--- src/hdl/fnvch_pkg.sv ---
// Shared types, constants and hash helpers for the FNV-1a content hash combiner.
// Used by the front stage, the item queue, the back stage and the top level.
// No dependencies.
package fnvch_pkg;

    localparam int LENGTH_BITS    = 32;
    localparam int QUEUE_DEPTH    = 4;
    localparam int QUEUE_PTR_BITS = $clog2(QUEUE_DEPTH);

    localparam logic [63:0] FNV_BASIS     = 64'd14695981039346656037;
    // The FNV prime is 2^40 + 0x1b3, so the fold is a handful of shifted adds.
    localparam int          FNV_PRIME_SHIFT = 40;

    localparam logic [63:0] MIX_C1 = 64'hbf58476d1ce4e5b9;
    localparam logic [63:0] MIX_C2 = 64'h94d049bb133111eb;
    localparam int          MIX_SHIFT_A = 30;
    localparam int          MIX_SHIFT_B = 27;
    localparam int          MIX_SHIFT_C = 31;

    // What the end of an item asks of the back stage.
    localparam logic [1:0] END_NONE = 2'd0;
    localparam logic [1:0] END_FILE = 2'd1;
    localparam logic [1:0] END_TEXT = 2'd2;

    typedef struct packed {
        logic [7:0] data_byte;
        logic       has_byte;
        logic [1:0] end_kind;
    } item_t;

    function automatic logic [63:0] fnv_fold(input logic [63:0] h, input logic [7:0] b);
        logic [63:0] x;
        x = h ^ 64'(b);
        // 0x1b3 has bits 8, 7, 5, 4, 1 and 0 set.
        return (x << FNV_PRIME_SHIFT) + (x << 8) + (x << 7) + (x << 5)
             + (x << 4) + (x << 1) + x;
    endfunction

endpackage

--- src/hdl/fnvch_front.sv ---
// Front stage of the FNV-1a content hash combiner: accepts input transactions,
// drops items that carry neither a byte nor an entry end, and tags the rest.
// Depends on fnvch_pkg.
module fnvch_front (
    input  logic                aclk,
    input  logic                aresetn,
    input  logic                s_tvalid,
    output logic                s_tready,
    input  logic [7:0]          s_tdata,
    input  logic                s_tlast,
    input  logic [1:0]          s_tuser,
    output logic                push,
    output fnvch_pkg::item_t    push_item,
    input  logic                queue_full
);

    logic             hold_valid_reg;
    logic             hold_valid_next;
    fnvch_pkg::item_t hold_item_reg;
    fnvch_pkg::item_t hold_item_next;
    logic             accept;

    assign push     = hold_valid_reg && !queue_full;
    assign s_tready = !hold_valid_reg || !queue_full;
    assign accept   = s_tvalid && s_tready;
    assign push_item = hold_item_reg;

    always_comb begin
        hold_valid_next = hold_valid_reg;
        hold_item_next  = hold_item_reg;
        if (push) begin
            hold_valid_next = 1'b0;
        end
        // An item with no byte and no end changes nothing downstream.
        if (accept && (s_tuser[0] || s_tlast)) begin
            hold_valid_next          = 1'b1;
            hold_item_next.data_byte = s_tdata;
            hold_item_next.has_byte  = s_tuser[0];
            if (!s_tlast) begin
                hold_item_next.end_kind = fnvch_pkg::END_NONE;
            end else if (s_tuser[1]) begin
                hold_item_next.end_kind = fnvch_pkg::END_TEXT;
            end else begin
                hold_item_next.end_kind = fnvch_pkg::END_FILE;
            end
        end
    end

    always_ff @(posedge aclk) begin
        if (!aresetn) begin
            hold_valid_reg <= 1'b0;
        end else begin
            hold_valid_reg <= hold_valid_next;
        end
        hold_item_reg <= hold_item_next;
    end

endmodule

--- src/hdl/fnvch_queue.sv ---
// Short FIFO of tagged items between the front and back stages.
// Depends on fnvch_pkg.
module fnvch_queue (
    input  logic             aclk,
    input  logic             aresetn,
    input  logic             push,
    input  fnvch_pkg::item_t push_item,
    output logic             full,
    input  logic             pop,
    output fnvch_pkg::item_t pop_item,
    output logic             empty
);

    fnvch_pkg::item_t                          store [fnvch_pkg::QUEUE_DEPTH];
    logic [fnvch_pkg::QUEUE_PTR_BITS-1:0]      wr_ptr_reg;
    logic [fnvch_pkg::QUEUE_PTR_BITS-1:0]      rd_ptr_reg;
    logic [fnvch_pkg::QUEUE_PTR_BITS:0]        count_reg;
    logic                                      do_push;
    logic                                      do_pop;

    assign full     = (count_reg == (fnvch_pkg::QUEUE_PTR_BITS+1)'(fnvch_pkg::QUEUE_DEPTH));
    assign empty    = (count_reg == '0);
    assign do_push  = push && !full;
    assign do_pop   = pop && !empty;
    assign pop_item = store[rd_ptr_reg];

    always_ff @(posedge aclk) begin
        if (!aresetn) begin
            wr_ptr_reg <= '0;
            rd_ptr_reg <= '0;
            count_reg  <= '0;
        end else begin
            if (do_push) begin
                wr_ptr_reg <= wr_ptr_reg + 1'b1;
            end
            if (do_pop) begin
                rd_ptr_reg <= rd_ptr_reg + 1'b1;
            end
            if (do_push && !do_pop) begin
                count_reg <= count_reg + 1'b1;
            end else if (do_pop && !do_push) begin
                count_reg <= count_reg - 1'b1;
            end
        end
    end

    always_ff @(posedge aclk) begin
        if (do_push) begin
            store[wr_ptr_reg] <= push_item;
        end
    end

endmodule

--- src/hdl/fnvch_back.sv ---
// Back stage: folds bytes into the running FNV-1a hash, finishes entries
// (terminator fold or splitmix64 size term) and holds the result register.
// Depends on fnvch_pkg.
module fnvch_back (
    input  logic             aclk,
    input  logic             aresetn,
    output logic             pop,
    input  fnvch_pkg::item_t pop_item,
    input  logic             queue_empty,
    output logic             m_tvalid,
    input  logic             m_tready,
    output logic [127:0]     m_tdata
);

    localparam logic [1:0] ST_RUN  = 2'd0;
    localparam logic [1:0] ST_TERM = 2'd1;
    localparam logic [1:0] ST_MIX  = 2'd2;
    localparam logic [1:0] ST_DONE = 2'd3;

    localparam logic [1:0] STEP_LL = 2'd0;
    localparam logic [1:0] STEP_LH = 2'd1;
    localparam logic [1:0] STEP_HL = 2'd2;
    localparam logic [1:0] STEP_SUM = 2'd3;

    logic [1:0]                        state_reg;
    logic [63:0]                       hash_reg;
    logic [fnvch_pkg::LENGTH_BITS-1:0] len_reg;
    logic [63:0]                       total_reg;
    logic [63:0]                       size_reg;
    logic [63:0]                       op_reg;
    logic [63:0]                       acc_reg;
    logic [63:0]                       prod_reg;
    logic [1:0]                        step_reg;
    logic                              phase_reg;
    logic                              out_valid_reg;
    logic [63:0]                       out_entry_reg;
    logic [63:0]                       out_total_reg;

    logic [fnvch_pkg::LENGTH_BITS-1:0] len_upd;
    logic [63:0]                       len_wide;
    logic [63:0]                       hash_upd;
    logic [63:0]                       mix_const;
    logic [31:0]                       mul_a;
    logic [31:0]                       mul_b;
    logic [63:0]                       acc_sum;
    logic                              out_free;
    logic                              load_out;
    logic [63:0]                       total_new;

    assign pop      = (state_reg == ST_RUN) && !queue_empty;
    assign out_free = !out_valid_reg || m_tready;
    assign load_out = (state_reg == ST_DONE) && out_free;
    assign m_tvalid = out_valid_reg;
    assign m_tdata  = {out_total_reg, out_entry_reg};

    assign len_upd  = pop_item.has_byte ? len_reg + fnvch_pkg::LENGTH_BITS'(1) : len_reg;
    assign len_wide = 64'(len_upd);
    assign hash_upd = pop_item.has_byte ? fnvch_pkg::fnv_fold(hash_reg, pop_item.data_byte)
                                        : hash_reg;

    assign mix_const = phase_reg ? fnvch_pkg::MIX_C2 : fnvch_pkg::MIX_C1;
    assign acc_sum   = acc_reg + {prod_reg[31:0], 32'b0};
    assign total_new = total_reg ^ hash_reg ^ size_reg;

    // The 64-bit product modulo 2^64 needs three 32x32 partial products.
    always_comb begin
        case (step_reg)
            STEP_LL: begin
                mul_a = op_reg[31:0];
                mul_b = mix_const[31:0];
            end
            STEP_LH: begin
                mul_a = op_reg[31:0];
                mul_b = mix_const[63:32];
            end
            default: begin
                mul_a = op_reg[63:32];
                mul_b = mix_const[31:0];
            end
        endcase
    end

    always_ff @(posedge aclk) begin
        if (!aresetn) begin
            state_reg     <= ST_RUN;
            hash_reg      <= fnvch_pkg::FNV_BASIS;
            len_reg       <= '0;
            total_reg     <= '0;
            out_valid_reg <= 1'b0;
            step_reg      <= STEP_LL;
            phase_reg     <= 1'b0;
        end else begin
            if (load_out) begin
                out_valid_reg <= 1'b1;
            end else if (m_tready) begin
                out_valid_reg <= 1'b0;
            end
            unique case (state_reg)
                ST_RUN: begin
                    if (pop) begin
                        hash_reg <= hash_upd;
                        len_reg  <= len_upd;
                        case (pop_item.end_kind)
                            fnvch_pkg::END_TEXT: begin
                                state_reg <= ST_TERM;
                            end
                            fnvch_pkg::END_FILE: begin
                                op_reg    <= len_wide ^ (len_wide >> fnvch_pkg::MIX_SHIFT_A);
                                step_reg  <= STEP_LL;
                                phase_reg <= 1'b0;
                                state_reg <= ST_MIX;
                            end
                            default: begin
                                state_reg <= ST_RUN;
                            end
                        endcase
                    end
                end
                ST_TERM: begin
                    hash_reg  <= fnvch_pkg::fnv_fold(hash_reg, 8'd0);
                    size_reg  <= 64'(len_reg);
                    state_reg <= ST_DONE;
                end
                ST_MIX: begin
                    prod_reg <= 64'(mul_a) * 64'(mul_b);
                    step_reg <= step_reg + 1'b1;
                    if (step_reg == STEP_LH) begin
                        acc_reg <= prod_reg;
                    end else if (step_reg == STEP_HL) begin
                        acc_reg <= acc_sum;
                    end else if (step_reg == STEP_SUM) begin
                        if (!phase_reg) begin
                            op_reg    <= acc_sum ^ (acc_sum >> fnvch_pkg::MIX_SHIFT_B);
                            phase_reg <= 1'b1;
                        end else begin
                            size_reg  <= acc_sum ^ (acc_sum >> fnvch_pkg::MIX_SHIFT_C);
                            state_reg <= ST_DONE;
                        end
                    end
                end
                ST_DONE: begin
                    if (out_free) begin
                        out_entry_reg <= hash_reg;
                        out_total_reg <= total_new;
                        total_reg     <= total_new;
                        hash_reg      <= fnvch_pkg::FNV_BASIS;
                        len_reg       <= '0;
                        state_reg     <= ST_RUN;
                    end
                end
                default: begin
                    state_reg <= ST_RUN;
                end
            endcase
        end
    end

endmodule

--- src/hdl/fnv1a_content_hash_combiner_unit.sv ---
// Top level of the FNV-1a content hash combiner.
// Instantiates fnvch_front, fnvch_queue and fnvch_back; depends on fnvch_pkg.
//
// Usage:
//   The slave channel carries one byte per transaction, grouped into entries.
//   tlast marks the last transaction of an entry; tuser[0] says the byte is
//   present (an entry may end on a transaction without a byte) and tuser[1]
//   on the last transaction selects a text entry over file contents.
//   Transactions without a byte and without tlast are dropped.
//   The master channel gives one transaction per finished entry: the entry
//   hash and the combined total after that entry.
// Throughput and entry ends:
//   Byte transactions are taken one per cycle while the queue has room. A text
//   entry end passes through the terminator fold and the result load in the
//   back stage; a file entry end passes through the splitmix64 finalizer,
//   which runs its two 64-bit multiplies as three 32x32 partial products each
//   on one multiplier, and then the result load. A four-entry queue lets
//   bytes keep arriving meanwhile.
// Reset and stalls:
//   Synchronous active-low reset sets the hash to the offset basis and clears
//   the length, the total and the queue. When the master side stalls, the
//   result register holds, the back stage waits and the queue fills, and
//   then s_tready drops.
module fnv1a_content_hash_combiner_unit (
    input  logic         aclk,
    input  logic         aresetn,
    input  logic         s_tvalid,
    output logic         s_tready,
    input  logic [7:0]   s_tdata,   // [7:0] data_byte
    input  logic         s_tlast,
    input  logic [1:0]   s_tuser,   // [0] byte_valid, [1] is_text
    output logic         m_tvalid,
    input  logic         m_tready,
    output logic [127:0] m_tdata    // [63:0] entry_hash, [127:64] total_hash
);

    logic             push;
    fnvch_pkg::item_t push_item;
    logic             queue_full;
    logic             pop;
    fnvch_pkg::item_t pop_item;
    logic             queue_empty;

    fnvch_front u_front (
        .aclk       (aclk),
        .aresetn    (aresetn),
        .s_tvalid   (s_tvalid),
        .s_tready   (s_tready),
        .s_tdata    (s_tdata),
        .s_tlast    (s_tlast),
        .s_tuser    (s_tuser),
        .push       (push),
        .push_item  (push_item),
        .queue_full (queue_full)
    );

    fnvch_queue u_queue (
        .aclk      (aclk),
        .aresetn   (aresetn),
        .push      (push),
        .push_item (push_item),
        .full      (queue_full),
        .pop       (pop),
        .pop_item  (pop_item),
        .empty     (queue_empty)
    );

    fnvch_back u_back (
        .aclk        (aclk),
        .aresetn     (aresetn),
        .pop         (pop),
        .pop_item    (pop_item),
        .queue_empty (queue_empty),
        .m_tvalid    (m_tvalid),
        .m_tready    (m_tready),
        .m_tdata     (m_tdata)
    );

endmodule

--- config.mk ---
export PLATFORM = sky130hd
export DESIGN_NAME = fnv1a_content_hash_combiner_unit
export DESIGN_NICKNAME = d
export VERILOG_FILES = /design/src/hdl/fnvch_pkg.sv /design/src/hdl/fnvch_front.sv /design/src/hdl/fnvch_queue.sv /design/src/hdl/fnvch_back.sv /design/src/hdl/fnv1a_content_hash_combiner_unit.sv
export SDC_FILE = /design/constraint.sdc
export NUM_CORES = 2
export LEC_CHECK = 0
export ABC_AREA = 1
export BUFFER_PORTS_ARGS = -buffer_cell sky130_fd_sc_hd__buf_2
export CELL_PAD_IN_SITES_DETAIL_PLACEMENT = 1
export CELL_PAD_IN_SITES_GLOBAL_PLACEMENT = 2
export CORE_MARGIN = 1.5
export CORE_UTILIZATION = 41
export CTS_CLUSTER_DIAMETER = 40
export DETAILED_ROUTE_END_ITERATION = 12
export PLACE_DENSITY = 0.93
export SLEW_MARGIN = 30
export SYNTH_ARGS = -nofsm -noshare
export SYNTH_HDL_FRONTEND = slang
export SYNTH_SLANG_ARGS = --single-unit
--- constraint.sdc ---
create_clock -name aclk -period 9.15 [get_ports aclk]
set_clock_uncertainty 0.05 [all_clocks]
set_input_delay 1.3725 -clock aclk [delete_from_list [all_inputs] [get_ports aclk]]
set_output_delay 1.3725 -clock aclk [all_outputs]
set_load 0.05 [all_outputs]
==> impl_metrics.yaml <==
run_status:
  status: "completed"
worst_setup_path:
  start_kind: "flip-flop"
  timing.critical_path.to_type: "flip-flop"
  critical_path.n_buffers_inverters: 11
  cpPeakStageDelay_ns: 0.55
  cp_top_family: "adder cells"
  cp_slowest_cell: "fa_1"
  crit_path_frequent_cell: "fa_1"
  critical_path_class: "reg2reg"
  cp.required_ns: 9.63
  crit_fanout: 12
  cp.arrival_ns: 9.39
timing:
  drv_slew: 0
  fin_crit_sh: 0.973
  fin_crit_ns: 8.91
  setup_violations: 0
  setup_tns_ns: 0
  rsz0062_at_grt: "yes"
  slew_headroom: 0.269
  tightest_slew_ns: 1.10
  fmax_mhz: 112
  timing.final.hold_violations: 0
  setup_ws_ns: 0.244
clock_tree:
  cts-root-buf: "clkbuf_16"
  path_clk_slew_ns: 0.06
  clock_sinks: 615
  cts_tree: "done"
  clkLatencyLatePin_ns: 0.81
  cts_buffers: 114
  clk_path_buf_depth: 3
  htree_levels: 3
grt:
  grt_pass1_wl_um: 512000
  grt_pass1_vias: 71600
  busiest_layer: "met2"
  grt_overflow_total: 0
  track_usage: 0.389
  grt_max_degree: 88
  grtUsageMet3: 0.0601
  use_met2: 0.666
  antenna_found_initial: 5
  grtUsageMet1: 0.427
synth:
  yosysTopAreaCellShare: 0.300
  synth_cell_types: 59
  ys_seq_area_frac: 0.221
  synth_warnings: 0
  synthCells: 9046
  synth-edff-count: 439
  synthTopCellsByArea: "fa_1, edfxtp_1, inv_1, ha_1, nand2_1"
  synth_top_area_cell: "fa_1"
  synth.avg_cell_area_um2: 8.37
  synth_top_flop_cell: "edfxtp_1"
  syn-num-nets: 10700
  postSynth.asyncResetShare: 0
  synth_seq_cells: 615
  syn_area_um2: 75700
placed_design:
  dpl.cell_count: 11700
  place_ws_ns: -0.0554
  place_hpwl_um: 303000
  gp_congestion: 1.03
  portBuffers: 144
finish:
  fill_cells: 21800
  syn2layout_area_growth_pct: 12.5
  final_util: 0.465
  seqCellArea_um2: 16700
  multi_input_area_um2: 49500
  fin_nets: 11100
  drive_gt1_frac: 0.0820
  layout.cells.non_filler: 12000
die:
  dieArea_um2: 187000
  std_cell_rows: 157
  fp.coreArea_um2: 183000
  dieHeight_um: 433
  die_w_um: 433
  ioPinCount: 145
  start_util: 0.413
routing:
  wl_per_cell_um: 30.2
  vias: 65000
  drt_iter0_drc: 5002
  dr.pass1.iters: 6
  drc: 0
  routed_wl_um: 360000
  routed_via_density: 5.44
  ant_nets: 0
run:
  drv_cap: 0
worst_hold_path:
  hold_path.class: "reg2reg"
-- synth_stat cells (all sizes together) (7+ instances only) --
cell       n
inv     2370
nand2   1753
fa      1135
nor2     689
ha       550
edfxtp   439
a21oi    376
o21ai    363
nand3    360
dfxtp    176
xnor2    147
clkbuf   121
xor2     120
nand4     69
nor3      62
buf       59
or2       50
o211ai    29
o21bai    29
nand3b    21
o21a      20
a31oi     17
a21o      14
clkinv    14
a32o       8
a211oi     7
and2       7
nor4       7
o221ai     7
-- timing repair --
item,CTS,global route
endpoints found under the setup margin,1,23
setup buffers,0,10
hold buffers,0,0
gates resized for setup,3,33
-- cell families (layout without fill, tap and decap cells) --
| logic type | after synthesis | after routing | synth area share |
|---|---|---|---|
| adder cells (fa/ha/maj) | 1685 | 1685 | 0.391 |
| flip-flops | 615 | 615 | 0.221 |
| AND/OR/NAND/NOR | 3021 | 3021 | 0.164 |
| buffers and inverters | 2564 | 3001 | 0.128 |
| XOR/XNOR | 267 | 267 | 0.0309 |
| other | 0 | 7 | 0 |
| AO/OA/AOI/OAI | 894 | 894 | 0.0657 |
-- worst min-delay path: cells and delay by family (launching register included) --
family,cells,cell delay (ns)
flip-flops,1,0.29
AO/OA/AOI/OAI,1,0.07
buffers and inverters,1,0.05
-- worst paths after layout --
| check | start | end | slack [ns] | cells after the start |
|---|---|---|---|---|
| worst min register to register | u_queue.rd_ptr_reg[1]$_SDFFE_PN0P_ | flip-flop | 0.42 | 2 |
| worst min-delay path | u_queue.rd_ptr_reg[1]$_SDFFE_PN0P_ | flip-flop | 0.42 | 2 |
| worst max-delay path | u_back.step_reg[0]$_SDFFE_PN0P_ | u_back.prod_reg[34]$_DFFE_PP_ | 0.24 | 31 |
| worst max register to register | u_back.step_reg[0]$_SDFFE_PN0P_ | u_back.prod_reg[34]$_DFFE_PP_ | 0.24 | 31 |
-- cells in the final DEF (no fill, tap or decap), types with 114 or more instances in the layout --
master	count
xor2_1	119
nand3_1	357
edfxtp_1	439
nand2_1	1747
fa_1	1135
buf_4	244
nor2_1	658
buf_2	144
xnor2_1	147
ha_1	546
inv_1	2329
clkbuf_16	114
a21oi_1	370
dfxtp_1	165
o21ai_0	306
-- stage by stage --
| stage | hold slack, ns | instance area (µm²) |
|---|---|---|
| after floorplan | 0.386 | 75700 |
| after global placement | 0.402 | 80800 |
| after detailed placement | 0.410 | 80800 |
| after CTS | 0.419 | 85000 |
| after global routing | 0.445 | 85200 |
| final | 0.415 | 85200 |
-- layer usage --
layer	vias up	part of all wire
met5	-	0.000022
met4	2	0.10
met3	1067	0.061
met2	2616	0.48
met1	33200	0.35
li1	28100	-
-- final cells by class --
class                      count  area share
sequential                   615       0.196
multi-input combinational   5867       0.581
timing repair buffer         399      0.0321
tap                         2464      0.0362
antenna                        7    0.000206
clock inverter                93      0.0142
inverter                    2384       0.105
clock buffer                 125      0.0343
Power is left out: the tool's default activity adds up to more than one toggle a clock period on the data nets, which glitch-free logic cannot reach.
